<file path="config.mk">
export PLATFORM = sky130hd
export DESIGN_NAME = mpeg_audio_frame_header_tracker_core
export DESIGN_NICKNAME = d
export VERILOG_FILES = /design/src/rtl/mafh_pkg.sv /design/src/rtl/mafh_alu.sv /design/src/rtl/mafh_history.sv /design/src/rtl/mpeg_audio_frame_header_tracker_core.sv
export SDC_FILE = /design/constraint.sdc
export NUM_CORES = 1
export LEC_CHECK = 0
export ABC_AREA = 1
export CAP_MARGIN = 20
export CORE_UTILIZATION = 30
export CTS_BUF_LIST = sky130_fd_sc_hd__clkbuf_4 sky130_fd_sc_hd__clkbuf_8
export CTS_CLUSTER_SIZE = 20
export DETAILED_ROUTE_END_ITERATION = 10
export DONT_BUFFER_PORTS = 1
export MAX_ROUTING_LAYER = met4
export PLACE_DENSITY = 0.42
export SLEW_MARGIN = 20
export SYNTH_ARGS = -nofsm -noshare
export SYNTH_HDL_FRONTEND = slang
export SYNTH_SLANG_ARGS = --single-unit
</file>
<file path="constraint.sdc">
create_clock -name clock -period 6.4 [get_ports clock]
set_clock_uncertainty 0.15 [all_clocks]
set_input_delay 0.32 -clock clock [delete_from_list [all_inputs] [get_ports clock]]
set_output_delay 0.32 -clock clock [all_outputs]
set_load 0.02 [all_outputs]
</file>
<file path="src/rtl/mafh_pkg.sv">
// Shared constants, tables and lookup functions for the MPEG audio frame
// header tracker. Used by every module of the block; depends on nothing.
package mafh_pkg;

   localparam int HISTORY_DEPTH_DEFAULT = 32;

   localparam int ALU_W     = 27;
   localparam int QUOT_W    = 11;
   localparam int DIV_STEPS = 11;
   localparam int SIZE_W    = 11;
   localparam int MDB_W     = 9;

   localparam logic [11:0] SYNC_WORD = 12'hFFF;

   localparam logic [1:0] LAYER_CODE_NONE = 2'd0;
   localparam logic [1:0] LAYER_CODE_III  = 2'd1;
   localparam logic [1:0] LAYER_CODE_II   = 2'd2;
   localparam logic [1:0] LAYER_CODE_I    = 2'd3;

   localparam logic [1:0] MODE_SINGLE    = 2'd3;
   localparam logic [1:0] RATE_RESERVED  = 2'd3;
   localparam logic [1:0] EMPH_RESERVED  = 2'd2;
   localparam logic [3:0] BRI_FREE       = 4'd0;
   localparam logic [3:0] BRI_BAD        = 4'd15;

   localparam logic [1:0] STATUS_OK          = 2'd0;
   localparam logic [1:0] STATUS_CHAN_CHANGE = 2'd1;
   localparam logic [1:0] STATUS_BAD_HEADER  = 2'd2;
   localparam logic [1:0] STATUS_UNSUPPORTED = 2'd3;

   localparam logic [17:0] SLOT_FACTOR_I  = 18'd12000;
   localparam logic [17:0] SLOT_FACTOR_II = 18'd144000;

   localparam logic [10:0] SAMPLES_I    = 11'd384;
   localparam logic [10:0] SAMPLES_FULL = 11'd1152;
   localparam logic [10:0] SAMPLES_HALF = 11'd576;

   localparam logic [5:0] COUNT_MAX = 6'd63;

   localparam logic [15:0] RATE_TABLE [2][4] = '{
      '{16'd22050, 16'd24000, 16'd16000, 16'd0},
      '{16'd44100, 16'd48000, 16'd32000, 16'd0}
   };

   localparam logic [8:0] KBPS_TABLE [2][3][16] = '{
      '{
         '{9'd0, 9'd8, 9'd16, 9'd24, 9'd32, 9'd40, 9'd48, 9'd56,
           9'd64, 9'd80, 9'd96, 9'd112, 9'd128, 9'd144, 9'd160, 9'd0},
         '{9'd0, 9'd8, 9'd16, 9'd24, 9'd32, 9'd40, 9'd48, 9'd56,
           9'd64, 9'd80, 9'd96, 9'd112, 9'd128, 9'd144, 9'd160, 9'd0},
         '{9'd0, 9'd32, 9'd48, 9'd56, 9'd64, 9'd80, 9'd96, 9'd112,
           9'd128, 9'd144, 9'd160, 9'd176, 9'd192, 9'd224, 9'd256, 9'd0}
      },
      '{
         '{9'd0, 9'd32, 9'd40, 9'd48, 9'd56, 9'd64, 9'd80, 9'd96,
           9'd112, 9'd128, 9'd160, 9'd192, 9'd224, 9'd256, 9'd320, 9'd0},
         '{9'd0, 9'd32, 9'd48, 9'd56, 9'd64, 9'd80, 9'd96, 9'd112,
           9'd128, 9'd160, 9'd192, 9'd224, 9'd256, 9'd320, 9'd384, 9'd0},
         '{9'd0, 9'd32, 9'd64, 9'd96, 9'd128, 9'd160, 9'd192, 9'd224,
           9'd256, 9'd288, 9'd320, 9'd352, 9'd384, 9'd416, 9'd448, 9'd0}
      }
   };

   function automatic logic [8:0] kbps_lookup(input logic ver, input logic [1:0] layer,
                                               input logic [3:0] bri);
      logic [8:0] result;
      result = 9'd0;
      unique case (layer)
         LAYER_CODE_III: result = KBPS_TABLE[ver][0][bri];
         LAYER_CODE_II:  result = KBPS_TABLE[ver][1][bri];
         LAYER_CODE_I:   result = KBPS_TABLE[ver][2][bri];
         default:        result = 9'd0;
      endcase
      return result;
   endfunction

   function automatic logic [15:0] rate_lookup(input logic ver, input logic [1:0] fsi);
      return RATE_TABLE[ver][fsi];
   endfunction

endpackage

</file>
<file path="src/rtl/mafh_alu.sv">
// Shared subtract and compare unit of the frame header tracker.
// Serves the slot division, the main-data size and the history walk.
// Depends on mafh_pkg.
module mafh_alu (
   input  logic [mafh_pkg::ALU_W-1:0] op_a,
   input  logic [mafh_pkg::ALU_W-1:0] op_b,
   output logic [mafh_pkg::ALU_W-1:0] diff,
   output logic                       borrow
);

   assign {borrow, diff} = {1'b0, op_a} - {1'b0, op_b};

endmodule

</file>
<file path="src/rtl/mafh_history.sv">
// Circular history of Layer III main-data sizes, newest entry at index 0.
// Per-entry valid bits make unwritten entries read as zero after reset.
// Depends on mafh_pkg.
module mafh_history #(
   parameter int HISTORY_DEPTH = mafh_pkg::HISTORY_DEPTH_DEFAULT,
   parameter int AW = (HISTORY_DEPTH > 1) ? $clog2(HISTORY_DEPTH) : 1
) (
   input  logic                         clock,
   input  logic                         reset,
   input  logic [AW-1:0]                rd_idx,
   output logic [mafh_pkg::SIZE_W-1:0]  rd_data,
   input  logic                         push,
   input  logic [mafh_pkg::SIZE_W-1:0]  push_data
);

   localparam logic [AW:0] DEPTH_W = (AW + 1)'(HISTORY_DEPTH);

   logic [mafh_pkg::SIZE_W-1:0] mem [HISTORY_DEPTH];
   logic [HISTORY_DEPTH-1:0]    valid_ff;
   logic [AW-1:0]               head_ff;
   logic [AW-1:0]               head_in;
   logic [AW:0]                 rsum;
   logic [AW:0]                 raddr;
   logic [mafh_pkg::SIZE_W-1:0] rd_mem_ff;
   logic                        rd_valid_ff;

   assign head_in = (head_ff == '0) ? AW'(HISTORY_DEPTH - 1) : head_ff - 1'b1;
   assign rsum    = {1'b0, head_ff} + {1'b0, rd_idx};
   assign raddr   = (rsum >= DEPTH_W) ? rsum - DEPTH_W : rsum;
   assign rd_data = rd_valid_ff ? rd_mem_ff : '0;

   always_ff @(posedge clock) begin
      if (push) begin
         mem[head_in] <= push_data;
      end
      rd_mem_ff <= mem[raddr[AW-1:0]];
   end

   always_ff @(posedge clock) begin
      if (reset) begin
         valid_ff    <= '0;
         head_ff     <= '0;
         rd_valid_ff <= 1'b0;
      end else begin
         rd_valid_ff <= valid_ff[raddr[AW-1:0]];
         if (push) begin
            valid_ff[head_in] <= 1'b1;
            head_ff           <= head_in;
         end
      end
   end

endmodule

</file>
<file path="src/rtl/mpeg_audio_frame_header_tracker_core.sv">
// Top level of the MPEG-1/2 audio frame header tracker: sequencer, state and
// output register. Depends on mafh_pkg, mafh_alu and mafh_history.
//
// Use: one request transfer carries a frame's 32-bit header and its first two
// side-info bytes; one response transfer returns status, frame length,
// samples per frame, sample rate, channel count, Layer III pre-roll and the
// decode timestamp. req_stall is high while a frame is being processed.
// Steps: a bad or refused header goes from the header check straight to the
// final step, which writes the response and returns to idle for the next request.
// A good header runs an 11-step restoring division of the slot count on the
// shared subtractor, a step for the main-data size, and for Layer III with
// a nonzero reservoir back pointer a walk over the size history at one entry
// per cycle, over up to HISTORY_DEPTH entries, before the final step.
// The result sits in an output register; the next request is taken while it
// waits. If rsp_stall holds the previous result, the sequencer waits in its
// final step and nothing is lost. Reset clears the reference, timestamp,
// dependency count and all history entries at once; no clearing pass.
module mpeg_audio_frame_header_tracker_core #(
   parameter int HISTORY_DEPTH = mafh_pkg::HISTORY_DEPTH_DEFAULT
) (
   input  logic        clock,
   input  logic        reset,
   input  logic        req_valid,
   output logic        req_stall,
   input  logic [31:0] req_header_word,
   input  logic [15:0] req_side_info_bytes,
   output logic        rsp_valid,
   input  logic        rsp_stall,
   output logic [1:0]  rsp_status,
   output logic [10:0] rsp_frame_bytes,
   output logic [10:0] rsp_samples_per_frame,
   output logic [15:0] rsp_sample_rate_hz,
   output logic [1:0]  rsp_channel_count,
   output logic [5:0]  rsp_preroll_frames,
   output logic [47:0] rsp_decode_time
);

   localparam int AW = (HISTORY_DEPTH > 1) ? $clog2(HISTORY_DEPTH) : 1;
   localparam int CW = $clog2(HISTORY_DEPTH + 1);

   typedef enum logic [2:0] {
      ST_IDLE,
      ST_CHECK,
      ST_DIV,
      ST_SIZE,
      ST_WALK,
      ST_FINISH
   } state_type;

   state_type                          state_ff;
   logic [31:0]                        hdr_ff;
   logic [15:0]                        si_ff;
   logic                               err_ff;
   logic [1:0]                         err_status_ff;
   logic [mafh_pkg::ALU_W-1:0]         rem_ff;
   logic [mafh_pkg::ALU_W-1:0]         dsh_ff;
   logic [mafh_pkg::QUOT_W-1:0]        quot_ff;
   logic [3:0]                         step_ff;
   logic [mafh_pkg::SIZE_W-1:0]        msize_ff;
   logic [mafh_pkg::MDB_W-1:0]         need_ff;
   logic                               covered_ff;
   logic [CW-1:0]                      cnt_ff;
   logic                               walked_ff;

   logic                               have_ref_ff;
   logic [1:0]                         ref_layer_ff;
   logic [1:0]                         ref_rate_ff;
   logic                               prev_two_ff;
   logic [5:0]                         prev_dep_ff;
   logic [47:0]                        time_ff;

   logic                               rsp_valid_ff;
   logic [1:0]                         status_ff;
   logic [10:0]                        bytes_ff;
   logic [10:0]                        samples_ff;
   logic [15:0]                        rate_ff;
   logic [1:0]                         chan_ff;
   logic [5:0]                         preroll_ff;
   logic [47:0]                        dtime_ff;

   logic                               ver;
   logic [1:0]                         layer;
   logic                               no_crc;
   logic [3:0]                         bri;
   logic [1:0]                         fsi;
   logic                               pad;
   logic                               two_ch;
   logic                               bad_c;
   logic                               unsup_c;
   logic [8:0]                         kbps_c;
   logic [15:0]                        freq_c;
   logic [17:0]                        factor_c;
   logic [mafh_pkg::ALU_W-1:0]         num_c;
   logic [16:0]                        div_c;
   logic [10:0]                        qp_c;
   logic [10:0]                        bytes_c;
   logic [10:0]                        samples_c;
   logic [5:0]                         side_c;
   logic [5:0]                         overhead_c;
   logic [mafh_pkg::MDB_W-1:0]         mdb_c;
   logic                               is_l3;
   logic [6:0]                         cnt_ext;
   logic [6:0]                         pre_ext;

   logic [mafh_pkg::ALU_W-1:0]         alu_a;
   logic [mafh_pkg::ALU_W-1:0]         alu_b;
   logic [mafh_pkg::ALU_W-1:0]         alu_diff;
   logic                               alu_borrow;

   logic [AW-1:0]                      rd_idx_c;
   logic [mafh_pkg::SIZE_W-1:0]        entry_c;
   logic                               push_c;
   logic                               out_free;

   assign ver    = hdr_ff[19];
   assign layer  = hdr_ff[18:17];
   assign no_crc = hdr_ff[16];
   assign bri    = hdr_ff[15:12];
   assign fsi    = hdr_ff[11:10];
   assign pad    = hdr_ff[9];
   assign two_ch = (hdr_ff[7:6] != mafh_pkg::MODE_SINGLE);
   assign is_l3  = (layer == mafh_pkg::LAYER_CODE_III);

   assign bad_c = (hdr_ff[31:20] != mafh_pkg::SYNC_WORD) ||
                  (layer == mafh_pkg::LAYER_CODE_NONE) ||
                  (bri == mafh_pkg::BRI_FREE) || (bri == mafh_pkg::BRI_BAD) ||
                  (fsi == mafh_pkg::RATE_RESERVED) ||
                  (hdr_ff[1:0] == mafh_pkg::EMPH_RESERVED);
   assign unsup_c = have_ref_ff && ((layer != ref_layer_ff) || (fsi != ref_rate_ff));

   assign kbps_c   = mafh_pkg::kbps_lookup(ver, layer, bri);
   assign freq_c   = mafh_pkg::rate_lookup(ver, fsi);
   assign factor_c = (layer == mafh_pkg::LAYER_CODE_I) ? mafh_pkg::SLOT_FACTOR_I
                                                       : mafh_pkg::SLOT_FACTOR_II;
   assign num_c    = mafh_pkg::ALU_W'(kbps_c) * mafh_pkg::ALU_W'(factor_c);
   assign div_c    = (is_l3 && !ver) ? {freq_c, 1'b0} : {1'b0, freq_c};

   assign qp_c      = quot_ff + 11'(pad);
   assign bytes_c   = (layer == mafh_pkg::LAYER_CODE_I) ? {qp_c[8:0], 2'b00} : qp_c;
   assign samples_c = (layer == mafh_pkg::LAYER_CODE_I) ? mafh_pkg::SAMPLES_I :
                      (ver || layer == mafh_pkg::LAYER_CODE_II) ? mafh_pkg::SAMPLES_FULL
                                                                : mafh_pkg::SAMPLES_HALF;
   assign side_c     = ver ? (two_ch ? 6'd32 : 6'd17) : (two_ch ? 6'd17 : 6'd9);
   assign overhead_c = side_c + (no_crc ? 6'd4 : 6'd6);
   assign mdb_c      = ver ? si_ff[15:7] : {1'b0, si_ff[15:8]};

   assign cnt_ext = 7'(cnt_ff);
   assign pre_ext = {1'b0, prev_dep_ff} + 7'd1;

   always_comb begin
      unique case (state_ff)
         ST_DIV: begin
            alu_a = rem_ff;
            alu_b = dsh_ff;
         end
         ST_SIZE: begin
            alu_a = mafh_pkg::ALU_W'(bytes_c);
            alu_b = mafh_pkg::ALU_W'(overhead_c);
         end
         ST_WALK: begin
            alu_a = mafh_pkg::ALU_W'(need_ff);
            alu_b = mafh_pkg::ALU_W'(entry_c);
         end
         default: begin
            alu_a = '0;
            alu_b = '0;
         end
      endcase
   end

   mafh_alu u_alu (
      .op_a   (alu_a),
      .op_b   (alu_b),
      .diff   (alu_diff),
      .borrow (alu_borrow)
   );

   assign out_free = !rsp_valid_ff || !rsp_stall;
   assign push_c   = (state_ff == ST_FINISH) && out_free && !err_ff && is_l3;
   assign rd_idx_c = (state_ff == ST_WALK) ? AW'(cnt_ff + 1'b1) : '0;

   mafh_history #(
      .HISTORY_DEPTH (HISTORY_DEPTH),
      .AW            (AW)
   ) u_history (
      .clock     (clock),
      .reset     (reset),
      .rd_idx    (rd_idx_c),
      .rd_data   (entry_c),
      .push      (push_c),
      .push_data (msize_ff)
   );

   always_ff @(posedge clock) begin
      if (reset) begin
         state_ff     <= ST_IDLE;
         rsp_valid_ff <= 1'b0;
         have_ref_ff  <= 1'b0;
         ref_layer_ff <= '0;
         ref_rate_ff  <= '0;
         prev_two_ff  <= 1'b0;
         prev_dep_ff  <= '0;
         time_ff      <= '0;
      end else begin
         if (rsp_valid_ff && !rsp_stall && state_ff != ST_FINISH) begin
            rsp_valid_ff <= 1'b0;
         end
         unique case (state_ff)
            ST_IDLE: begin
               if (req_valid) begin
                  hdr_ff   <= req_header_word;
                  si_ff    <= req_side_info_bytes;
                  state_ff <= ST_CHECK;
               end
            end
            ST_CHECK: begin
               err_ff        <= bad_c || unsup_c;
               err_status_ff <= bad_c ? mafh_pkg::STATUS_BAD_HEADER
                                      : mafh_pkg::STATUS_UNSUPPORTED;
               rem_ff        <= num_c;
               dsh_ff        <= mafh_pkg::ALU_W'(div_c) << (mafh_pkg::DIV_STEPS - 1);
               quot_ff       <= '0;
               step_ff       <= 4'(mafh_pkg::DIV_STEPS - 1);
               walked_ff     <= 1'b0;
               state_ff      <= (bad_c || unsup_c) ? ST_FINISH : ST_DIV;
            end
            ST_DIV: begin
               quot_ff <= {quot_ff[mafh_pkg::QUOT_W-2:0], !alu_borrow};
               if (!alu_borrow) begin
                  rem_ff <= alu_diff;
               end
               dsh_ff  <= dsh_ff >> 1;
               step_ff <= step_ff - 1'b1;
               if (step_ff == '0) begin
                  state_ff <= ST_SIZE;
               end
            end
            ST_SIZE: begin
               msize_ff   <= alu_borrow ? '0 : alu_diff[mafh_pkg::SIZE_W-1:0];
               need_ff    <= mdb_c;
               covered_ff <= 1'b0;
               cnt_ff     <= '0;
               if (is_l3 && mdb_c != '0) begin
                  walked_ff <= 1'b1;
                  state_ff  <= ST_WALK;
               end else begin
                  state_ff <= ST_FINISH;
               end
            end
            ST_WALK: begin
               if (covered_ff || cnt_ff == CW'(HISTORY_DEPTH) || entry_c == '0) begin
                  state_ff <= ST_FINISH;
               end else begin
                  need_ff    <= alu_diff[mafh_pkg::MDB_W-1:0];
                  covered_ff <= alu_borrow || (alu_diff == '0);
                  cnt_ff     <= cnt_ff + 1'b1;
               end
            end
            ST_FINISH: begin
               if (out_free) begin
                  rsp_valid_ff <= 1'b1;
                  dtime_ff     <= time_ff;
                  state_ff     <= ST_IDLE;
                  if (err_ff) begin
                     status_ff  <= err_status_ff;
                     bytes_ff   <= '0;
                     samples_ff <= '0;
                     rate_ff    <= '0;
                     chan_ff    <= '0;
                     preroll_ff <= '0;
                  end else begin
                     status_ff  <= (have_ref_ff && two_ch != prev_two_ff)
                                   ? mafh_pkg::STATUS_CHAN_CHANGE : mafh_pkg::STATUS_OK;
                     bytes_ff   <= bytes_c;
                     samples_ff <= samples_c;
                     rate_ff    <= freq_c;
                     chan_ff    <= two_ch ? 2'd2 : 2'd1;
                     if (!is_l3) begin
                        preroll_ff <= '0;
                     end else if (walked_ff) begin
                        preroll_ff  <= (pre_ext > 7'(mafh_pkg::COUNT_MAX))
                                       ? mafh_pkg::COUNT_MAX : pre_ext[5:0];
                        prev_dep_ff <= (cnt_ext > 7'(mafh_pkg::COUNT_MAX))
                                       ? mafh_pkg::COUNT_MAX : cnt_ext[5:0];
                     end else begin
                        preroll_ff <= 6'd1;
                     end
                     time_ff      <= time_ff + 48'(samples_c);
                     have_ref_ff  <= 1'b1;
                     ref_layer_ff <= layer;
                     ref_rate_ff  <= fsi;
                     prev_two_ff  <= two_ch;
                  end
               end
            end
            default: begin
               state_ff <= ST_IDLE;
            end
         endcase
      end
   end

   assign req_stall             = (state_ff != ST_IDLE);
   assign rsp_valid             = rsp_valid_ff;
   assign rsp_status            = status_ff;
   assign rsp_frame_bytes       = bytes_ff;
   assign rsp_samples_per_frame = samples_ff;
   assign rsp_sample_rate_hz    = rate_ff;
   assign rsp_channel_count     = chan_ff;
   assign rsp_preroll_frames    = preroll_ff;
   assign rsp_decode_time       = dtime_ff;

endmodule

</file>
==> impl_metrics.csv, run 1 <==
group,metric,value,unit
logic_synthesis,avgSynthCellArea,10.1,µm²
critical_path,worstPathMaxFanout,6,
logic_synthesis,synth-edff-count,566,
cts,clock_path_buffers,3,
placed_design,gp_congestion,0.885,
layout,area_growth,15.6,%
route,wire_per_inst,19.0,µm
grt,grt_pass1_wl,139000,µm
critical_path,r2r-end,"rem_ff[23]",
critical_path,ff2ff_path_depth,22,
power_and_ir_drop,ir_drop,0.158,mV
logic_synthesis,synth-compound-area-share,10.0,%
timing,maxSlewHeadroom,28.7,%
cts,root_buffer,"clkbuf_8",
grt,grt_max_degree,100,
min_path,min-delay-start,"req_side_info_bytes[13]",
grt,grtUsageMet3,3.26,%
logic_synthesis,synth_ff_type,"edfxtp_1",
logic_synthesis,synthXorXnorAreaFrac,1.32,%
floorplan,num_rows,120,
placed_design,place_ws,0.358,ns
cts,numCtsBuffers,118,
grt,antenna_found_initial,14,
logic_synthesis,ys_seq_area_share,59.1,%
layout,drive_gt1_share,10.9,%
power_and_ir_drop,p_leak,0.0145,µW
route,viasPerCell,4.73,
cts,cts_setup_buffers,0,
layout,nets,3521,
logic_synthesis,synth.distinct_cells,64,
route,drt-total-wl,92300,µm
grt,busiest_layer,"met2",
timing,setup_ws,0.588,ns
min_path,holdPathStages,1,
logic_synthesis,synthSimpleGateAreaFrac,16.5,%
min_path,hold_class,"input pin to flip-flop",
grt,use_met2,26.2,%
min_path,hold-path-endpoint,"si_ff[13]",
placed_design,place_hpwl,60500,µm
timing,fin_crit_sh,90.8,%
floorplan,die_area,109000,µm²
logic_synthesis,synth_mux_area_share,1.34,%
timing,tns,0,ns
critical_path,crit_type,"flip-flop to flip-flop",
timing,setup_viol,0,
placed_design,port_buffers,0,
critical_path,rrSetupSlack,0.59,ns
logic_synthesis,netlist_instances,3215,
critical_path,rr_startpoint,"hdr_ff[12]",
cts,cts_tree,"built",
logic_synthesis,yosysWarningCount,0,
timing,finalHoldViolCount,0,
outcome,status,"finished, final reports clean",
critical_path,startpoint,"hdr_ff[12]",
route,vias,22931,
timing,rsz0062_at_grt,"no",
grt,grt.total_usage,17.4,%
timing,period_needed,5.81,ns
timing,worstMarginPinSlew,1.07,ns
floorplan,die_x,331,µm
flow_run,maxCapViolations,0,
cts,htreeDepth,3,
grt,grt_pass1_vias,22492,
cts,clk_pin_slew,0.06,ns
grt,grt_overflow,0,
floorplan,coreArea,107000,µm²
logic_synthesis,synth_adder_area_share,5.71,%
logic_synthesis,synth_top_family_by_area,"simple AND/OR/NAND/NOR gates",
critical_path,arrival,6.16,ns
logic_synthesis,async_flop_share,0,%
power_and_ir_drop,power.density,274,nW/µm²
critical_path,critical_path_required,6.75,ns
route,drtAntennaViolNets,0,
route,drtPass1Iterations,5,
cts,clkLatencyLatePin,0.81,ns
floorplan,initial_core_util,30.3,%
critical_path,cp-end-kind,"flip-flop",
timing,fmax,0.172,GHz
grt,use_met1,23.8,%
logic_synthesis,yosys_register_bits,673,
critical_path,setup.worst_path.start_class,"flip-flop",
cts,cts.sinks,673,
power_and_ir_drop,power.total,10200,µW
logic_synthesis,syn_area,32400,µm²
timing,slew_violations,0,
timing,whs,0.0672,ns
route,drc,0,
floorplan,io_pins,150,
floorplan,chipHeight,331,µm
route,first_iter_violations,1712,
-- per-layer routing --
| metal | vias to the layer above | routed length, µm |
|---|---|---|
| met5 | - | 0 |
| met1 | 11020 | 45400 |
| met4 | 0 | 1860 |
| li1 | 11297 | - |
| met3 | 133 | 4340 |
| met2 | 481 | 40700 |
-- placed cells by master, fill, tap and decap left out, types with 20 or more instances in the layout --
cell,n
nor2_1,582
dfxtp_1,107
clkbuf_4,45
o21ai_0,208
o32ai_1,94
inv_1,324
dlygate4sd3_1,59
mux2_2,33
fa_1,22
nor3_1,35
a21oi_1,110
buf_4,63
nand4_1,25
nand3_1,95
ha_1,110
edfxtp_1,566
xor2_1,32
clkbuf_8,129
o21a_1,29
nand2_1,526
clkinv_2,20
-- kinds of logic (layout without fill, tap and decap cells) --
family,Yosys count,count (layout)
mux,39,39
flops,673,673
simple gates,1318,1318
other cells,1,30
xor+xnor,48,48
fa+ha+maj,134,134
buf+inv,478,683
compound gates,524,524
-- layout make-up --
class,instances,area (µm²)
diodes,14,35.0
clock buffers,174,2110
clock inverters,46,465
fillers,10922,69600
inverters,335,1270
multi-input cells,2079,11500
flip-flops and latches,673,19100
well taps,1403,1760
repair buffers,128,1180
-- synth_stat cells (all sizes together) (18+ instances only) --
cell type	n	share of area, %
o21a	29	0.67
clkbuf	72	0.83
nand3	96	1.5
nand4	26	0.52
buf	71	1.3
mux2	35	1.2
fa	23	1.4
edfxtp	566	52
nand2	529	6.2
dfxtp	107	6.6
o21ai	211	3.3
a31oi	18	0.35
nor3	36	0.59
xor2	32	0.87
nor2	603	7.1
o32ai	94	2.5
ha	111	4.3
a21oi	113	1.8
inv	331	3.8
-- flip-flops by register name (all words and copies together) (netlist names), 12 cells and up --
signal              count
hdr_ff                 27
time_ff                42
u_history.valid_ff     32
u_history.mem         352
dsh_ff                 27
rem_ff                 27
rsp_sample_rate_hz     12
rsp_decode_time        42
-- power breakdown --
group	switching, µW	internal, µW
registers	49.9	4800
logic	745	375
clock network	1890	2380
total	2690	7560
-- critical path, cell delays in order, from the launching register on --
cell	delay, ns
edfxtp_1	0.47
inv_1	0.16
ha_1	0.22
or2_2	0.31
o21ai_0	0.10
a21oi_1	0.09
a211oi_1	0.28
inv_1	0.15
nand3_1	0.14
inv_1	0.11
fa_1	0.54
inv_1	0.05
fa_1	0.46
fa_1	0.49
ha_1	0.31
ha_1	0.33
a21oi_1	0.11
o21ai_1	0.35
a21oi_1	0.17
o21a_1	0.21
or2_2	0.26
nand3_1	0.07
nand2_1	0.05
-- stage by stage --
stage | utilization [%] | cells | instance area (µm²)
after floorplan | - | 3230 | 32400
after global placement | 31.9 | 4558 | 34200
after detailed placement | 31.9 | 4558 | 34200
after CTS | 34.9 | 4838 | 37400
after global routing | 35.0 | 4851 | 37400
final | 35.0 | 4852 | 37400
-- worst max path at each step --
stage	endpoint	depth (start not counted)
2_1_floorplan	rem_ff[23]	22
3_3_place_gp	rem_ff[23]	22
3_5_place_dp	rem_ff[23]	22
4_1_cts	rem_ff[23]	22
5_1_grt	rem_ff[23]	22
6_report	rem_ff[23]	22
-- repair_timing --
item | CTS | global route
setup endpoints to repair | 0 | 2
hold buffers | 60 | 0
hold endpoints to repair | 188 | 0
resized for setup | 0 | 1
(Power assumes the default switching activity.)
==> inputs of run 2 (changes only) <==
--- a/config.mk
+++ b/config.mk
@@ -13,8 +13,9 @@
 export DETAILED_ROUTE_END_ITERATION = 10
 export DONT_BUFFER_PORTS = 1
 export MAX_ROUTING_LAYER = met4
-export PLACE_DENSITY = 0.42
+export PLACE_DENSITY = 0.43
 export SLEW_MARGIN = 20
 export SYNTH_ARGS = -nofsm -noshare
 export SYNTH_HDL_FRONTEND = slang
+export SYNTH_HIERARCHICAL = 1
 export SYNTH_SLANG_ARGS = --single-unit
==> constraint.sdc (replaced) <==
create_clock -name clock -period 4.9 [get_ports clock]
set_clock_uncertainty 0.15 [all_clocks]
set_input_delay 0.245 -clock clock [delete_from_list [all_inputs] [get_ports clock]]
set_output_delay 0.245 -clock clock [all_outputs]
set_load 0.02 [all_outputs]
==> impl_metrics.csv, run 2 <==
group,metric,value,unit
logic_synthesis,synth_area_leaders,"edfxtp_1 (51%), nand2_1 (8.4%), dfxtp_1 (6.4%), nor2_1 (5.7%), inv_1 (5.2%)",
timing,setup_ws,0.0279,ns
timing,worstMarginPinSlew,1.02,ns
logic_synthesis,synth_top_cell_by_area,"edfxtp_1",
critical_path,worstPathMaxFanout,4,
critical_path,slowest_stage,"fa_1",
power_and_ir_drop,ir_drop,0.222,mV
floorplan,coreArea,111000,µm²
layout,final_common_cell,"nand2_1",
logic_synthesis,synth_ff_type,"edfxtp_1",
route,viasPerCell,4.66,
logic_synthesis,yosys-top-cells-count,"nand2_1 (745), edfxtp_1 (566), nor2_1 (510), inv_1 (464), o21ai_0 (288)",
min_path,holdPathStages,1,
floorplan,io_pins,150,
timing,maxSlewHeadroom,31.8,%
placed_design,gp_congestion,0.895,
flow_run,maxCapViolations,0,
placed_design,port_buffers,0,
logic_synthesis,yosysWarningCount,6,
timing,setup_viol,0,
cts,clk_pin_slew,0.06,ns
cts,htreeDepth,3,
floorplan,chipHeight,336,µm
logic_synthesis,synth.top_cell.area_share,50.9,%
critical_path,setup.worst_path.start_class,"flip-flop",
min_path,min-delay-start,"req_header_word[19]",
floorplan,die_x,336,µm
timing,period_needed,4.87,ns
logic_synthesis,syn_area,33400,µm²
power_and_ir_drop,p_leak,0.0160,µW
layout,drive_gt1_share,13.2,%
logic_synthesis,netlist_instances,3612,
critical_path,crit_top_cell,"nand2_2",
cts,numCtsBuffers,120,
logic_synthesis,async_flop_share,0,%
cts,root_buffer,"clkbuf_8",
grt,grt.total_usage,17.9,%
layout,nets,4009,
outcome,status,"finished, final reports clean",
grt,grt_pass1_wl,149000,µm
logic_synthesis,synthMostInstantiatedCell,"nand2_1",
logic_synthesis,synth-edff-count,566,
route,wire_per_inst,18.3,µm
floorplan,num_rows,122,
grt,grt_pass1_vias,24290,
layout,area_growth,19.2,%
logic_synthesis,yosys_register_bits,673,
timing,tns,0,ns
critical_path,startpoint,"hdr_ff[12]",
min_path,hold_class,"input pin to flip-flop",
layout,stdcell_area,39800,µm²
layout,layout_common_cells,"nand2_1 (731), edfxtp_1 (566), nor2_1 (503), inv_1 (454), o21ai_0 (276)",
timing,fin_crit_sh,99.4,%
layout,multi_input_area,12300,µm²
critical_path,cp_slowest_stage_delay,0.55,ns
timing,whs,0.0991,ns
layout,largest_reg_flops,352,
grt,grt_overflow,0,
placed_design,place_ws,-0.0994,ns
route,drtPass1Iterations,5,
critical_path,critical_path_required,5.24,ns
logic_synthesis,synth.distinct_cells,57,
timing,rsz0062_at_grt,"yes",
placed_design,place_area,35900,µm²
logic_synthesis,ys_seq_area_share,57.3,%
timing,fmax,0.205,GHz
grt,grt_max_degree,99,
cts,clock_path_buffers,3,
layout,fillCellCount,11364,
route,first_iter_violations,1632,
power_and_ir_drop,power.density,352,nW/µm²
logic_synthesis,avgSynthCellArea,9.25,µm²
cts,clkLatencyLatePin,0.81,ns
cts,cts.sinks,673,
route,drtAntennaViolNets,0,
timing,finalHoldViolCount,0,
route,drc,0,
critical_path,rr_startpoint,"hdr_ff[12]",
route,vias,25247,
critical_path,crit_type,"flip-flop to flip-flop",
floorplan,die_area,113000,µm²
critical_path,cp_cell_sequence,"buf_6, ha_4, or2_4, nand2_2, nand2_2, a21oi_2, nor3_2, inv_1, nand2_2, nor2_4, fa_1, inv_2, fa_1, fa_1, ha_4, ha_4, a21oi_2, nand2_2, a21boi_4, buf_6, buf_6, xor2_1, o21ai_1",
timing,slew_violations,0,
placed_design,place_hpwl,65500,µm
route,drt-total-wl,99200,µm
layout,regArea,19100,µm²
critical_path,ff2ff_path_depth,23,
layout,largest_register,"u_history/mem",
critical_path,arrival,5.21,ns
grt,antenna_found_initial,4,
floorplan,initial_core_util,30.2,%
cts,cts_tree,"built",
critical_path,cp-end-kind,"flip-flop",
[run 2: path summary, 6_finish.rpt]
kind	slack [ns]	to
worst max-delay path	0.03	rem_ff[17]
worst min-delay path	0.1	hdr_ff[19]
worst max register to register	0.03	rem_ff[17]
worst min register to register	0.30	rsp_decode_time[47]
[run 2: cell families after synthesis]
family,share of synthesized area (%)
AO/OA/AOI/OAI,8.67
AND/OR/NAND/NOR,20.1
other,0.0112
flip-flops,57.3
buffers and inverters,7.54
XOR/XNOR,1.02
adder cells (fa/ha/maj),5.39
[run 2: timing repair]
item	4_1_cts	5_1_grt
hold buffers	75	0
endpoints found under the setup margin	8	18
cloned	0	0
hold endpoints to repair	331	0
setup buffers	4	18
pin swaps	6	48
resized for setup	21	70
[run 2: metrics by stage]
step                      utilization (%)  instances  power [µW]
after global routing                 36.0       5421       14700
after global placement               32.4       5095        8190
final                                36.0       5421       14000
after CTS                            35.6       5399       14100
after floorplan                         -       3627        7570
after detailed placement             32.4       5095        8190
[run 2: critical path, delay by kind of cell (launching register included)]
kind / cells / cell delay (ns)
XOR/XNOR: 1 / 0.14
flip-flops: 1 / 0.49
AO/OA/AOI/OAI: 4 / 0.58
buffers and inverters: 5 / 0.53
AND/OR/NAND/NOR: 7 / 0.71
adder cells (fa/ha/maj): 6 / 2.01
[run 2: final cells by class]
cell class | instances | share of cell area (%)
Multi-Input combinational cell | 2329 | 31.0
Timing Repair Buffer | 229 | 5.11
Clock buffer | 184 | 5.62
Inverter | 474 | 4.49
Sequential cell | 673 | 48.1
Clock inverter | 41 | 1.05
Antenna cell | 3 | 0.0188
Tap cell | 1488 | 4.67
[run 2: metal layers]
metal | vias to the layer above | GRT usage [%] | routed length [µm]
met3 | 120 | 2.67 | 4410
li1 | 12451 | - | -
met5 | - | - | 0
met1 | 12112 | 24.8 | 48700
met4 | 0 | 4.25 | 1650
met2 | 564 | 27.3 | 44400
[run 2: power by group]
part	internal [µW]	switching, µW
Clock	3250	2480
Sequential	6280	54.0
Combinational	727	1220
==> inputs of run 3 (changes only) <==
--- a/config.mk
+++ b/config.mk
@@ -13,7 +13,6 @@
 export DETAILED_ROUTE_END_ITERATION = 10
 export DONT_BUFFER_PORTS = 1
 export MAX_ROUTING_LAYER = met4
-export PLACE_DENSITY = 0.43
 export SLEW_MARGIN = 20
 export SYNTH_ARGS = -nofsm -noshare
 export SYNTH_HDL_FRONTEND = slang
==> impl_metrics.csv, run 3 (synthesis results as in run 2) <==
group,metric,value,unit
timing,slew_violations,0,
timing,setup_viol,0,
timing,fmax,0.207,GHz
grt,grt.total_usage,16.2,%
timing,rsz0062_at_grt,"yes",
critical_path,arrival,5.16,ns
critical_path,rrSetupSlack,0.08,ns
layout,largest_register,"u_history/mem",
grt,grt_pass1_vias,24261,
critical_path,setup.worst_path.start_class,"flip-flop",
min_path,min-delay-start,"req_header_word[18]",
cts,cts.sinks,673,
floorplan,die_x,336,µm
outcome,status,"finished, final reports clean",
floorplan,num_rows,122,
grt,grt_overflow,0,
cts,htreeDepth,3,
timing,tns,0,ns
layout,fillCellCount,11213,
route,wire_per_inst,16.7,µm
critical_path,crit_type,"flip-flop to flip-flop",
floorplan,io_pins,150,
power_and_ir_drop,p_clk_share,38.7,%
critical_path,worstPathMaxFanout,3,
timing,maxSlewHeadroom,29.9,%
placed_design,place_hpwl,60400,µm
critical_path,crit_top_cell,"nand2_1",
layout,nets,3989,
critical_path,rr_startpoint,"hdr_ff[19]",
min_path,hold_class,"input pin to flip-flop",
critical_path,r2r-end,"rem_ff[25]",
power_and_ir_drop,cellInternalPower,9820,µW
critical_path,critical_path_required,5.24,ns
route,drtPass1Iterations,6,
grt,antenna_found_initial,3,
power_and_ir_drop,switching_share,26.9,%
power_and_ir_drop,p_leak,0.0158,µW
critical_path,crit_buf_inv,7,
cts,root_buffer,"clkbuf_8",
layout,drive_gt1_share,12.7,%
critical_path,ff2ff_path_depth,24,
flow_run,maxCapViolations,0,
timing,setup_ws,0.0796,ns
timing,period_needed,4.82,ns
power_and_ir_drop,power.density,341,nW/µm²
route,drtAntennaViolNets,0,
critical_path,crit_family,"adder cells",
timing,fin_crit_sh,98.4,%
placed_design,place_ws,-0.0407,ns
min_path,hold-path-endpoint,"hdr_ff[18]",
placed_design,port_buffers,0,
cts,clock_path_buffers,3,
critical_path,cp_cell_sequence,"inv_2, ha_4, buf_6, nand2_4, buf_6, nor4_4, inv_1, nand3_2, nand2_2, fa_1, inv_2, fa_1, fa_2, ha_4, ha_4, nand2_2, inv_2, a21boi_4, buf_6, nand3b_1, nand2_1, nand2_1, nand2_1, nand2_1",
layout,layout_common_cells,"nand2_1 (727), edfxtp_1 (566), nor2_1 (500), inv_1 (457), o21ai_0 (276)",
route,vias,25379,
power_and_ir_drop,ir_drop,0.195,mV
route,drt-total-wl,90100,µm
floorplan,coreArea,111000,µm²
power_and_ir_drop,p_switching,3620,µW
cts,clk_pin_slew,0.08,ns
min_path,holdPathStages,1,
layout,area_growth,18.1,%
route,viasPerCell,4.71,
power_and_ir_drop,p_seq_share,47.1,%
cts,cts_tree,"built",
cts,numCtsBuffers,111,
power_and_ir_drop,power_frac_comb,14.2,%
floorplan,initial_core_util,30.2,%
placed_design,gp_congestion,0.927,
critical_path,cp-end-kind,"flip-flop",
timing,worstMarginPinSlew,1.05,ns
layout,final_common_cell,"nand2_1",
floorplan,chipHeight,336,µm
critical_path,cp_slowest_stage_delay,0.61,ns
critical_path,slowest_stage,"fa_2",
route,drc,0,
route,first_iter_violations,2025,
grt,grt_max_degree,103,
floorplan,die_area,113000,µm²
grt,grt_pass1_wl,138000,µm
layout,largest_reg_flops,352,
cts,clkLatencyLatePin,0.76,ns
timing,finalHoldViolCount,0,
## run 3: final cells by class
type                    count  area (µm²)  area share [%]
diodes                      3        7.51          0.0190
clock buffers             156        1930            4.89
clock inverters            48         434            1.10
inverters                 474        1780            4.52
multi-input cells        2329       12400            31.4
flip-flops and latches    673       19100            48.5
well taps                1488        1860            4.72
repair buffers            218        1930            4.90
## run 3: power by group through the flow
| stage | Sequential, µW | Clock, µW | Combinational [µW] |
|---|---|---|---|
| 2_1_floorplan | 6440 | 0 | 1130 |
| 3_3_place_gp | 6450 | 0 | 1650 |
| 3_5_place_dp | 6450 | 0 | 1660 |
| 4_1_cts | 6330 | 5330 | 1760 |
| 5_1_grt | 6340 | 5550 | 2110 |
| 6_report | 6330 | 5200 | 1910 |
## run 3: worst max-delay path by stage
stage	from	to	slack (ns)	depth (start not counted)
after global routing	hdr_ff[19]	rem_ff[25]	-0.12	24
after detailed placement	hdr_ff[12]	rem_ff[21]	-0.04	21
after global placement	hdr_ff[12]	rem_ff[21]	-0.07	21
after floorplan	hdr_ff[19]	rem_ff[19]	-0.02	24
after CTS	hdr_ff[19]	rem_ff[21]	0.001	23
final	hdr_ff[19]	rem_ff[25]	0.08	24
## run 3: metal layers
| layer | vias to the layer above | GRT usage [%] | wire length [µm] |
|---|---|---|---|
| met5 | - | - | 0 |
| met4 | 0 | 5.41 | 2590 |
| met2 | 781 | 25.5 | 41400 |
| met3 | 157 | 2.43 | 5430 |
| li1 | 12406 | - | - |
| met1 | 12035 | 21.2 | 40800 |
## run 3: through the flow
step / utilization [%] / hold slack [ns] / cells / total power [µW] / instance area [µm²]
after global routing: 35.7 / 0.0234 / 5388 / 14000 / 39500
after detailed placement: 32.4 / 0.181 / 5089 / 8110 / 35800
final: 35.7 / 0.0744 / 5389 / 13400 / 39500
after floorplan: - / 0.194 / 3627 / 7570 / 33600
after global placement: 32.4 / 0.180 / 5089 / 8100 / 35800
after CTS: 35.3 / 0.0101 / 5375 / 13400 / 39000
## run 3: repair_timing
item                                    in CTS  in global routing
endpoints found under the setup margin       8                 12
pin swaps                                   14                 51
hold buffers                                76                  0
setup buffers                                6                 11
hold endpoints to repair                   314                  0
gates resized for setup                     18                 90
